File: config.mk
export PLATFORM = sky130hd
export DESIGN_NAME = ppnn_ctrl
export DESIGN_NICKNAME = d
export VERILOG_FILES = /design/src/rtl/core/ppnn_pkg.sv /design/src/rtl/core/ppnn_ctrl.sv
export SDC_FILE = /design/constraint.sdc
export NUM_CORES = 1
export LEC_CHECK = 0
export CORE_UTILIZATION = 62
export DETAILED_ROUTE_END_ITERATION = 8
export DONT_BUFFER_PORTS = 1
export GPL_ROUTABILITY_DRIVEN = 0
export PLACE_DENSITY = 0.78
export RECOVER_POWER = 25
export SLEW_MARGIN = 20
export SYNTH_ARGS = -nofsm -noshare
export SYNTH_HDL_FRONTEND = slang
export SYNTH_SLANG_ARGS = --single-unit
File: constraint.sdc
create_clock -name clk -period 7.88 [get_ports clk]
set_input_delay 0.788 -clock clk [delete_from_list [all_inputs] [get_ports clk]]
set_output_delay 0.788 -clock clk [all_outputs]
set_load 0.02 [all_outputs]
File: src/rtl/core/ppnn_pkg.sv
// Package for the prior-point nearest neighbor block.
// Holds the sizes, the controller-to-datapath command and status types.
package ppnn_pkg;

  localparam int MAX_POINTS    = 4096;
  localparam int MAX_NEIGHBORS = 16;
  localparam int MAX_DIMS      = 4;

  localparam int ADDR_W  = $clog2(MAX_POINTS);
  localparam int CNT_W   = ADDR_W + 1;
  localparam int SLOT_W  = $clog2(MAX_NEIGHBORS);
  localparam int NB_W    = SLOT_W + 1;
  localparam int DIM_W   = 3;
  localparam int COORD_W = 16;
  localparam int POINT_W = COORD_W * MAX_DIMS;
  localparam int SQ_W    = 2 * COORD_W;
  localparam int DIST_W  = SQ_W + 2;
  localparam int CFG_IDX_W  = 2;
  localparam int CFG_DATA_W = 13;

  localparam logic [CFG_IDX_W-1:0] REG_NEIGHBOR_COUNT = 2'd0;
  localparam logic [CFG_IDX_W-1:0] REG_POINT_TOTAL    = 2'd1;
  localparam logic [CFG_IDX_W-1:0] REG_DIMS_IN_USE    = 2'd2;

  typedef struct packed {
    logic              wr_en;
    logic [ADDR_W-1:0] wr_addr;
    logic              rd_en;
    logic [ADDR_W-1:0] rd_addr;
    logic              list_clr;
    logic [NB_W-1:0]   m;
    logic [DIM_W-1:0]  dims;
    logic [SLOT_W-1:0] sel;
  } ppnn_cmd_t;

  typedef struct packed {
    logic              pipe_busy;
    logic [ADDR_W-1:0] nb_idx;
  } ppnn_stat_t;

endpackage

File: src/rtl/core/ppnn_ctrl.sv
// Controller: configuration registers, point counter, scan and emit sequencing
// and the output register. Depends on ppnn_pkg.
module ppnn_ctrl (
  input  logic                              clk,
  input  logic                              rst_n,
  input  logic                              cfg_wr_en,
  input  logic [ppnn_pkg::CFG_IDX_W-1:0]    cfg_index,
  input  logic [ppnn_pkg::CFG_DATA_W-1:0]   cfg_wdata,
  input  logic                              in_valid,
  output logic                              in_ready,
  output logic                              out_valid,
  input  logic                              out_ready,
  output logic [ppnn_pkg::ADDR_W-1:0]       out_query,
  output logic [ppnn_pkg::CNT_W-1:0]        out_nb,
  output logic                              out_last,
  output ppnn_pkg::ppnn_cmd_t               cmd,
  input  ppnn_pkg::ppnn_stat_t              stat
);

  typedef enum logic [1:0] {ST_IDLE, ST_SCAN, ST_DRAIN, ST_EMIT} state_t;

  state_t                      state_r;
  logic [4:0]                  nc_r;
  logic [ppnn_pkg::CNT_W-1:0]  total_r;
  logic [ppnn_pkg::DIM_W-1:0]  dims_cfg_r;
  logic [ppnn_pkg::CNT_W-1:0]  seen_r;
  logic [ppnn_pkg::ADDR_W-1:0] i_r, j_r;
  logic [ppnn_pkg::NB_W-1:0]   m_r, k_r, m_nxt;
  logic [ppnn_pkg::DIM_W-1:0]  dims_r, dims_nxt;
  logic [ppnn_pkg::CNT_W-1:0]  sent_r;
  logic                        scan_r;
  logic                        out_valid_r, out_last_r;
  logic [ppnn_pkg::ADDR_W-1:0] out_query_r;
  logic [ppnn_pkg::CNT_W-1:0]  out_nb_r;
  logic [ppnn_pkg::CNT_W-1:0]  limit;
  logic                        take;

  always_comb begin
    limit = (total_r > ppnn_pkg::CNT_W'(ppnn_pkg::MAX_POINTS))
          ? ppnn_pkg::CNT_W'(ppnn_pkg::MAX_POINTS) : total_r;
    if (nc_r == '0) begin
      m_nxt = ppnn_pkg::NB_W'(1);
    end else if (nc_r > 5'(ppnn_pkg::MAX_NEIGHBORS)) begin
      m_nxt = ppnn_pkg::NB_W'(ppnn_pkg::MAX_NEIGHBORS);
    end else begin
      m_nxt = ppnn_pkg::NB_W'(nc_r);
    end
    dims_nxt = (dims_cfg_r > ppnn_pkg::DIM_W'(ppnn_pkg::MAX_DIMS))
             ? ppnn_pkg::DIM_W'(ppnn_pkg::MAX_DIMS) : dims_cfg_r;
    take = (state_r == ST_IDLE) && in_valid && (seen_r < limit);
  end

  assign in_ready = (state_r == ST_IDLE);

  always_comb begin
    cmd.wr_en    = take;
    cmd.wr_addr  = seen_r[ppnn_pkg::ADDR_W-1:0];
    cmd.rd_en    = (state_r == ST_SCAN);
    cmd.rd_addr  = j_r;
    cmd.list_clr = take;
    cmd.m        = m_r;
    cmd.dims     = dims_r;
    cmd.sel      = ppnn_pkg::SLOT_W'(m_r - k_r - 1'b1);
  end

  always_ff @(posedge clk) begin
    if (!rst_n) begin
      state_r     <= ST_IDLE;
      nc_r        <= 5'd8;
      total_r     <= ppnn_pkg::CNT_W'(4096);
      dims_cfg_r  <= ppnn_pkg::DIM_W'(2);
      seen_r      <= '0;
      out_valid_r <= 1'b0;
      i_r <= '0; j_r <= '0; k_r <= '0; m_r <= ppnn_pkg::NB_W'(1);
      dims_r <= '0; sent_r <= '0; scan_r <= 1'b0;
      out_last_r <= 1'b0; out_query_r <= '0; out_nb_r <= '0;
    end else begin
      if (cfg_wr_en) begin
        unique case (cfg_index)
          ppnn_pkg::REG_NEIGHBOR_COUNT: nc_r <= cfg_wdata[4:0];
          ppnn_pkg::REG_POINT_TOTAL:    total_r <= cfg_wdata;
          ppnn_pkg::REG_DIMS_IN_USE:    dims_cfg_r <= cfg_wdata[ppnn_pkg::DIM_W-1:0];
          default: ;
        endcase
      end
      unique case (state_r)
        ST_IDLE: begin
          if (take) begin
            i_r    <= seen_r[ppnn_pkg::ADDR_W-1:0];
            seen_r <= seen_r + 1'b1;
            m_r    <= m_nxt;
            dims_r <= dims_nxt;
            sent_r <= total_r;
            j_r    <= '0;
            k_r    <= '0;
            scan_r <= (seen_r > ppnn_pkg::CNT_W'(m_nxt));
            state_r <= (seen_r > ppnn_pkg::CNT_W'(m_nxt)) ? ST_SCAN : ST_EMIT;
          end
        end
        ST_SCAN: begin
          j_r <= j_r + 1'b1;
          if (j_r == i_r - 1'b1) begin
            state_r <= ST_DRAIN;
          end
        end
        ST_DRAIN: begin
          if (!stat.pipe_busy) begin
            state_r <= ST_EMIT;
          end
        end
        ST_EMIT: begin
          if (!out_valid_r || out_ready) begin
            if (k_r != m_r) begin
              out_valid_r <= 1'b1;
              out_query_r <= i_r;
              out_last_r  <= (k_r == m_r - 1'b1);
              if (scan_r) begin
                out_nb_r <= {1'b0, stat.nb_idx};
              end else if (ppnn_pkg::ADDR_W'(k_r) < i_r) begin
                out_nb_r <= ppnn_pkg::CNT_W'(k_r);
              end else begin
                out_nb_r <= sent_r;
              end
              k_r <= k_r + 1'b1;
            end else begin
              out_valid_r <= 1'b0;
              state_r     <= ST_IDLE;
            end
          end
        end
        default: state_r <= ST_IDLE;
      endcase
    end
  end

  assign out_valid = out_valid_r;
  assign out_query = out_query_r;
  assign out_nb    = out_nb_r;
  assign out_last  = out_last_r;

endmodule

==> results of run 1 <==
[cell usage after synthesis (all sizes together), types with 2 or more instances]
library cell  count
a21boi            2
a211o             2
o21a              3
o22ai             2
or3               3
nand2b            7
nor3             15
or4               6
a21o              4
clkbuf           29
and2              4
nand3b            7
a221oi            7
nor2b             3
and4              4
nand4            11
ha               33
nand3            23
nor4              7
xor2             15
inv              22
o2111ai           2
or3b              2
a311oi            5
o21ai            32
clkinv            2
a31o              5
nor3b             3
dfxtp           114
and3              6
a211oi            2
nor2             45
o31ai             5
nand2           162
mux2i            12
buf              26
a21oi            80
xnor2            22
[per-layer routing]
layer | track usage [%] | wire [um] | up-vias
met2 | 52.69 | 7520 | 234
met5 | 0 | 0 | -
met4 | 15.72 | 550 | 0
li1 | - | - | 2548
met3 | 8.599 | 1251 | 48
met1 | 40.70 | 6517 | 2562
[registers in the layout, indices dropped and copies added, names as in the netlist, 5 cells and up]
signal / flops
out_nb: 13
seen_r: 13
sent_r: 13
total_r: 13
i_r: 12
j_r: 12
out_query: 12
k_r: 5
m_r: 5
nc_r: 5
[cell type report]
| class | instances | area share, % |
|---|---|---|
| clock buffer | 17 | 6.345 |
| clock inverter | 15 | 2.454 |
| inverter | 24 | 1.380 |
| multi-input combinational | 559 | 51.93 |
| sequential | 114 | 34.96 |
| tap | 129 | 2.473 |
| timing repair buffer | 4 | 0.4600 |
[critical path, cell delays in order, from the launching register on]
cell,delay (ns)
dfxtp_1,0.32
inv_1,0.30
nand2_1,0.12
ha_1,0.31
a211oi_1,0.28
o2111ai_1,0.47
or2_1,0.41
inv_2,0.56
[power by group through the flow]
stage                     Clock, mW  Sequential [mW]  Combinational [mW]
after floorplan                   0            0.649               0.314
after global placement            0            0.664               0.357
after detailed placement          0            0.666               0.368
after CTS                     0.743            0.653               0.373
after global routing          0.774            0.657               0.414
final                         0.738            0.654               0.377
[final timing paths]
check / from / end / cells past startpoint
worst max-delay path: total_r[12]$_SDFFE_PN1P_ / cmd[38] / 7
worst min-delay path: rst_n / dims_cfg_r[1]$_SDFFE_PN1P_ / 1
worst max register to register: total_r[12]$_SDFFE_PN1P_ / j_r[8]$_SDFFE_PN0P_ / 9
worst min register to register: sent_r[12]$_SDFFE_PN0P_ / sent_r[12]$_SDFFE_PN0P_ / 2
[metrics by stage]
step,power [mW],instance area (sq um),instances
finish,1.770,6528,862
global route,1.846,6528,862
CTS,1.769,6528,862
detailed placement,1.034,5953,830
global placement,1.021,5953,830
floorplan,0.9636,6017,752
[cell families after synthesis]
family	synth area share, %
muxes	1.996
and+or+nand+nor	24.56
buffers and inverters	6.030
DFF	37.93
adders and majority gates	7.195
xor gates and xnor gates	5.386
AOI/OAI and AO/OA	16.91
==> results.py, run 1 <==
metrics = {
    "outcome": {
        "status": "complete, no violations",
    },
    "synth": {
        "syn_area_sq_mm": 0.006017,
        "synth_top_area_share_pct": 37.93,
        "async_reset_ff_share_pct": 0,
        "postSynthAreaPerCell_sq_um": 8.001,
        "synth.distinct_cells": 70,
        "ys_seq_area_share_pct": 37.93,
        "synth_cells": 752,
        "synth_largest_area_cell": "dfxtp_1",
        "synth_flop_cell": "dfxtp_1",
        "synth_area_leaders": "dfxtp_1 (38%), nand2_1 (10%), ha_1 (6.9%)",
        "yosysWarnings": 0,
        "syn-num-nets": 819,
        "synth_seq_cells": 114,
        "synth-edff-count": 0,
    },
    "floorplanning": {
        "die_height_um": 100.5,
        "core_area_sq_mm": 0.009328,
        "ios": 100,
        "initial_core_util_pct": 64.51,
        "dieArea_sq_mm": 0.01010,
        "fp.dieW_um": 100.5,
        "rows": 35,
    },
    "clocking": {
        "insertion_delay_ns": 0.53,
        "postCtsSetupBuffers": 0,
        "cts-hold-fix-buffers": 0,
        "root_buffer": "clkbuf_8",
        "cts_tree": "yes",
        "cts_sinks": 114,
        "htreeDepth": 4,
        "cts_buffer_depth": 2,
        "cts_made_buffers": 17,
        "cts-resized-gates": 0,
        "path_clk_slew_ns": 0.06,
    },
    "final_layout": {
        "drive_gt1_share_pct": 7.094,
        "area_growth_pct": 8.484,
        "layout.cells.most_common_list": "nand2_1 (162), dfxtp_1 (114), a21oi_1 (79)",
        "diodes": 0,
        "multiInputGateArea_sq_mm": 0.003390,
        "final_common_cell": "nand2_1",
        "post-route-util_pct": 69.98,
        "layout.area.seq_sq_mm": 0.002282,
        "fillCellCount": 741,
        "nets": 787,
    },
    "sta": {
        "finalMaxSlewViolations": 0,
        "period_share_pct": 51.93,
        "min_period_ns": 4.092,
        "setup-tns-final_ns": 0,
        "slew_headroom_pct": 32.56,
        "fmax_mhz": 244.4,
        "worst_slack_ns": 3.788,
        "finalHoldViolCount": 0,
        "finalClockSkew_ns": 0.007913,
        "rsz0062_at_grt": "no",
        "fin_hold_ws_ns": 0.3327,
        "setup_viol": 0,
        "tightest_slew_ns": 1.009,
    },
    "power_and_ir_drop": {
        "pwr_density_cell_mw_per_mm2": 271.1,
        "p_comb_share_pct": 21.3,
        "p_int_mw": 1.170,
        "leakage_nw": 2.391,
        "clockPowerShare_pct": 41.7,
        "p_seq_share_pct": 37.0,
        "p_sw_mw": 0.6000,
        "ir_drop_mv": 0.1437,
        "p_sw_share_pct": 33.90,
    },
    "setup_path": {
        "crit_path_max_fanout": 38,
        "crit_path_start_kind": "register",
        "reg2reg_slack_ns": 4.52,
        "crit_required_ns": 7.09,
        "cp-end-kind": "output pin",
        "worstPathArrival_ns": 3.30,
        "critPathKind": "register to output pin",
    },
    "global_route": {
        "grt_max_degree": 50,
        "grt_use_total_pct": 32.69,
        "antenna_found_initial": 0,
        "grt_pass1_wl_um": 25590,
        "gr-total-overflow": 0,
        "grt_pass1_vias": 5173,
    },
    "flow_run": {
        "max_cap_violations": 0,
    },
    "drt": {
        "routed_wl_um": 15840,
        "drc": 0,
        "first_pass_iters": 5,
        "drt_iter0_markers": 396,
        "viasPerCell": 6.255,
        "ant_nets": 0,
        "wl_per_cell_um": 18.37,
        "vias": 5392,
    },
    "placed_design": {
        "hpwl_um": 11210,
        "io_buffers": 0,
        "dp_slack_ns": 4.377,
    },
    "worst_hold_path": {
        "hold_class": "input pin to register",
    },
}
(Power assumes the default switching activity.)
==> inputs of run 2 (changes only) <==
==> constraint.sdc (replaced) <==
create_clock -name clk -period 4.1 [get_ports clk]
set_input_delay 0.41 -clock clk [delete_from_list [all_inputs] [get_ports clk]]
set_output_delay 0.41 -clock clk [all_outputs]
set_load 0.02 [all_outputs]
==> run 2 against run 1 <==
Against the previous run: clock skew barely moved; first-iteration DRC count grew 22%; worst hold slack lost 0.31 ns; design area rose by 0.82%; sequential share of layout area is 0.29 points lower; register-to-register slack worse by 3.7 ns; largest cell class unchanged.
==> results.py, run 2 (synthesis results as in run 1) <==
metrics = {
    "final_layout": {
        "post-route-util_pct": 70.56,
        "final_cell_area_sq_mm": 0.006581,
        "fillCellCount": 745,
        "layout.cells.most_common_list": "nand2_1 (162), dfxtp_1 (114), a21oi_1 (79)",
        "drive_gt1_share_pct": 7.211,
        "layout.area.seq_sq_mm": 0.002282,
        "area_growth_pct": 9.378,
        "final_common_cell": "nand2_1",
        "multiInputGateArea_sq_mm": 0.003390,
        "final_cells": 864,
        "nets": 789,
        "diodes": 0,
    },
    "clocking": {
        "htreeDepth": 4,
        "cts_sinks": 114,
        "root_buffer": "clkbuf_8",
        "cts-hold-fix-buffers": 1,
        "cts_made_buffers": 17,
        "cts_buffer_depth": 2,
        "cts_tree": "yes",
        "cts-resized-gates": 0,
        "insertion_delay_ns": 0.52,
        "postCtsSetupBuffers": 0,
        "path_clk_slew_ns": 0.06,
    },
    "sta": {
        "fin_hold_ws_ns": 0.02214,
        "tightest_slew_ns": 1.244,
        "finalHoldViolCount": 0,
        "setup_viol": 0,
        "finalClockSkew_ns": 0.007459,
        "slew_headroom_pct": 16.96,
        "fmax_mhz": 263.0,
        "min_period_ns": 3.802,
        "setup-tns-final_ns": 0,
        "period_share_pct": 92.74,
        "rsz0062_at_grt": "no",
        "finalMaxSlewViolations": 0,
        "worst_slack_ns": 0.2976,
    },
    "floorplanning": {
        "dieArea_sq_mm": 0.01010,
        "rows": 35,
        "die_height_um": 100.5,
        "core_area_sq_mm": 0.009328,
        "fp.dieW_um": 100.5,
        "initial_core_util_pct": 64.51,
        "ios": 100,
    },
    "drt": {
        "top_layer_used": "met4",
        "first_pass_iters": 5,
        "drc": 0,
        "viasPerCell": 6.253,
        "vias": 5403,
        "drt_iter0_markers": 483,
        "met3_length_um": 1383,
        "wl_met1_um": 6627,
        "wl_per_cell_um": 18.95,
        "routed_wl_um": 16380,
        "route.met2.wl_um": 7863,
        "ant_nets": 0,
    },
    "setup_path": {
        "startpoint": "total_r[12]$_SDFFE_PN1P_",
        "critPathTopFamily": "buffers and inverters",
        "critPathKind": "register to output pin",
        "critPathMaxStageDelay_ns": 0.59,
        "r2r_cells": 9,
        "cp-end-kind": "output pin",
        "crit_buf_inv": 2,
        "cp.depth": 7,
        "crit_path_start_kind": "register",
        "worstPathArrival_ns": 3.39,
        "crit_required_ns": 3.69,
        "crit_slowest_cell": "inv_2",
        "crit_chain": "inv_1, nand2_1, ha_1, a211oi_1, o2111ai_1, or2_1, inv_2",
        "crit_path_max_fanout": 38,
        "crit_path_end": "cmd[12]",
        "reg2reg_slack_ns": 0.78,
        "r2r_start": "total_r[12]$_SDFFE_PN1P_",
        "rr_endpoint": "m_r[3]$_SDFFE_PN0P_",
    },
    "placed_design": {
        "io_buffers": 0,
        "place_inst": 831,
        "hpwl_um": 11140,
        "dp_slack_ns": 0.9062,
        "dpl_cell_area_sq_mm": 0.005961,
    },
    "power_and_ir_drop": {
        "ir_drop_mv": 0.3563,
        "pwr_density_cell_mw_per_mm2": 532.9,
        "total_power_mw": 3.507,
        "leakage_nw": 2.415,
    },
    "worst_hold_path": {
        "whs_path_depth": 2,
        "hold_class": "input pin to register",
    },
    "global_route": {
        "grt_max_degree": 43,
        "gr-total-overflow": 0,
        "grt_use_total_pct": 33.58,
        "grt_pass1_wl_um": 26160,
        "antenna_found_initial": 0,
        "grt_pass1_vias": 5228,
    },
    "flow_run": {
        "max_cap_violations": 0,
    },
    "outcome": {
        "status": "complete, no violations",
    },
}
run 2: metal layers:
metal	track usage, %	up-vias
met5	0	-
met4	16.61	0
met3	8.807	52
met2	55.06	270
met1	40.88	2538
li1	-	2543
run 2: worst min-delay path by stage:
stage                                  startpoint                          to
after global placement     sent_r[1]$_SDFFE_PN0P_      sent_r[1]$_SDFFE_PN0P_
final                                cfg_wdata[1]  dims_cfg_r[1]$_SDFFE_PN1P_
after global routing                        rst_n    total_r[12]$_SDFFE_PN1P_
after detailed placement   sent_r[1]$_SDFFE_PN0P_      sent_r[1]$_SDFFE_PN0P_
after CTS                                   rst_n    total_r[12]$_SDFFE_PN1P_
after floorplan           sent_r[10]$_SDFFE_PN0P_     sent_r[10]$_SDFFE_PN0P_
run 2: area by class of cell:
cell class,instances,area share (%)
Sequential cell,114,34.68
Clock inverter,12,2.357
Tap cell,129,2.452
Multi-Input combinational cell,559,51.50
Inverter,24,1.369
Timing Repair Buffer,6,0.7224
Clock buffer,20,6.920
run 2: where the power goes:
| part | switching, mW | total, mW | leakage, nW | internal [mW] |
|---|---|---|---|---|
| clock network | 0.538 | 1.51 | 0.297 | 0.975 |
| logic | 0.513 | 0.734 | 1.20 | 0.221 |
| registers | 0.100 | 1.26 | 0.922 | 1.16 |
| total | 1.15 | 3.51 | 2.41 | 2.36 |
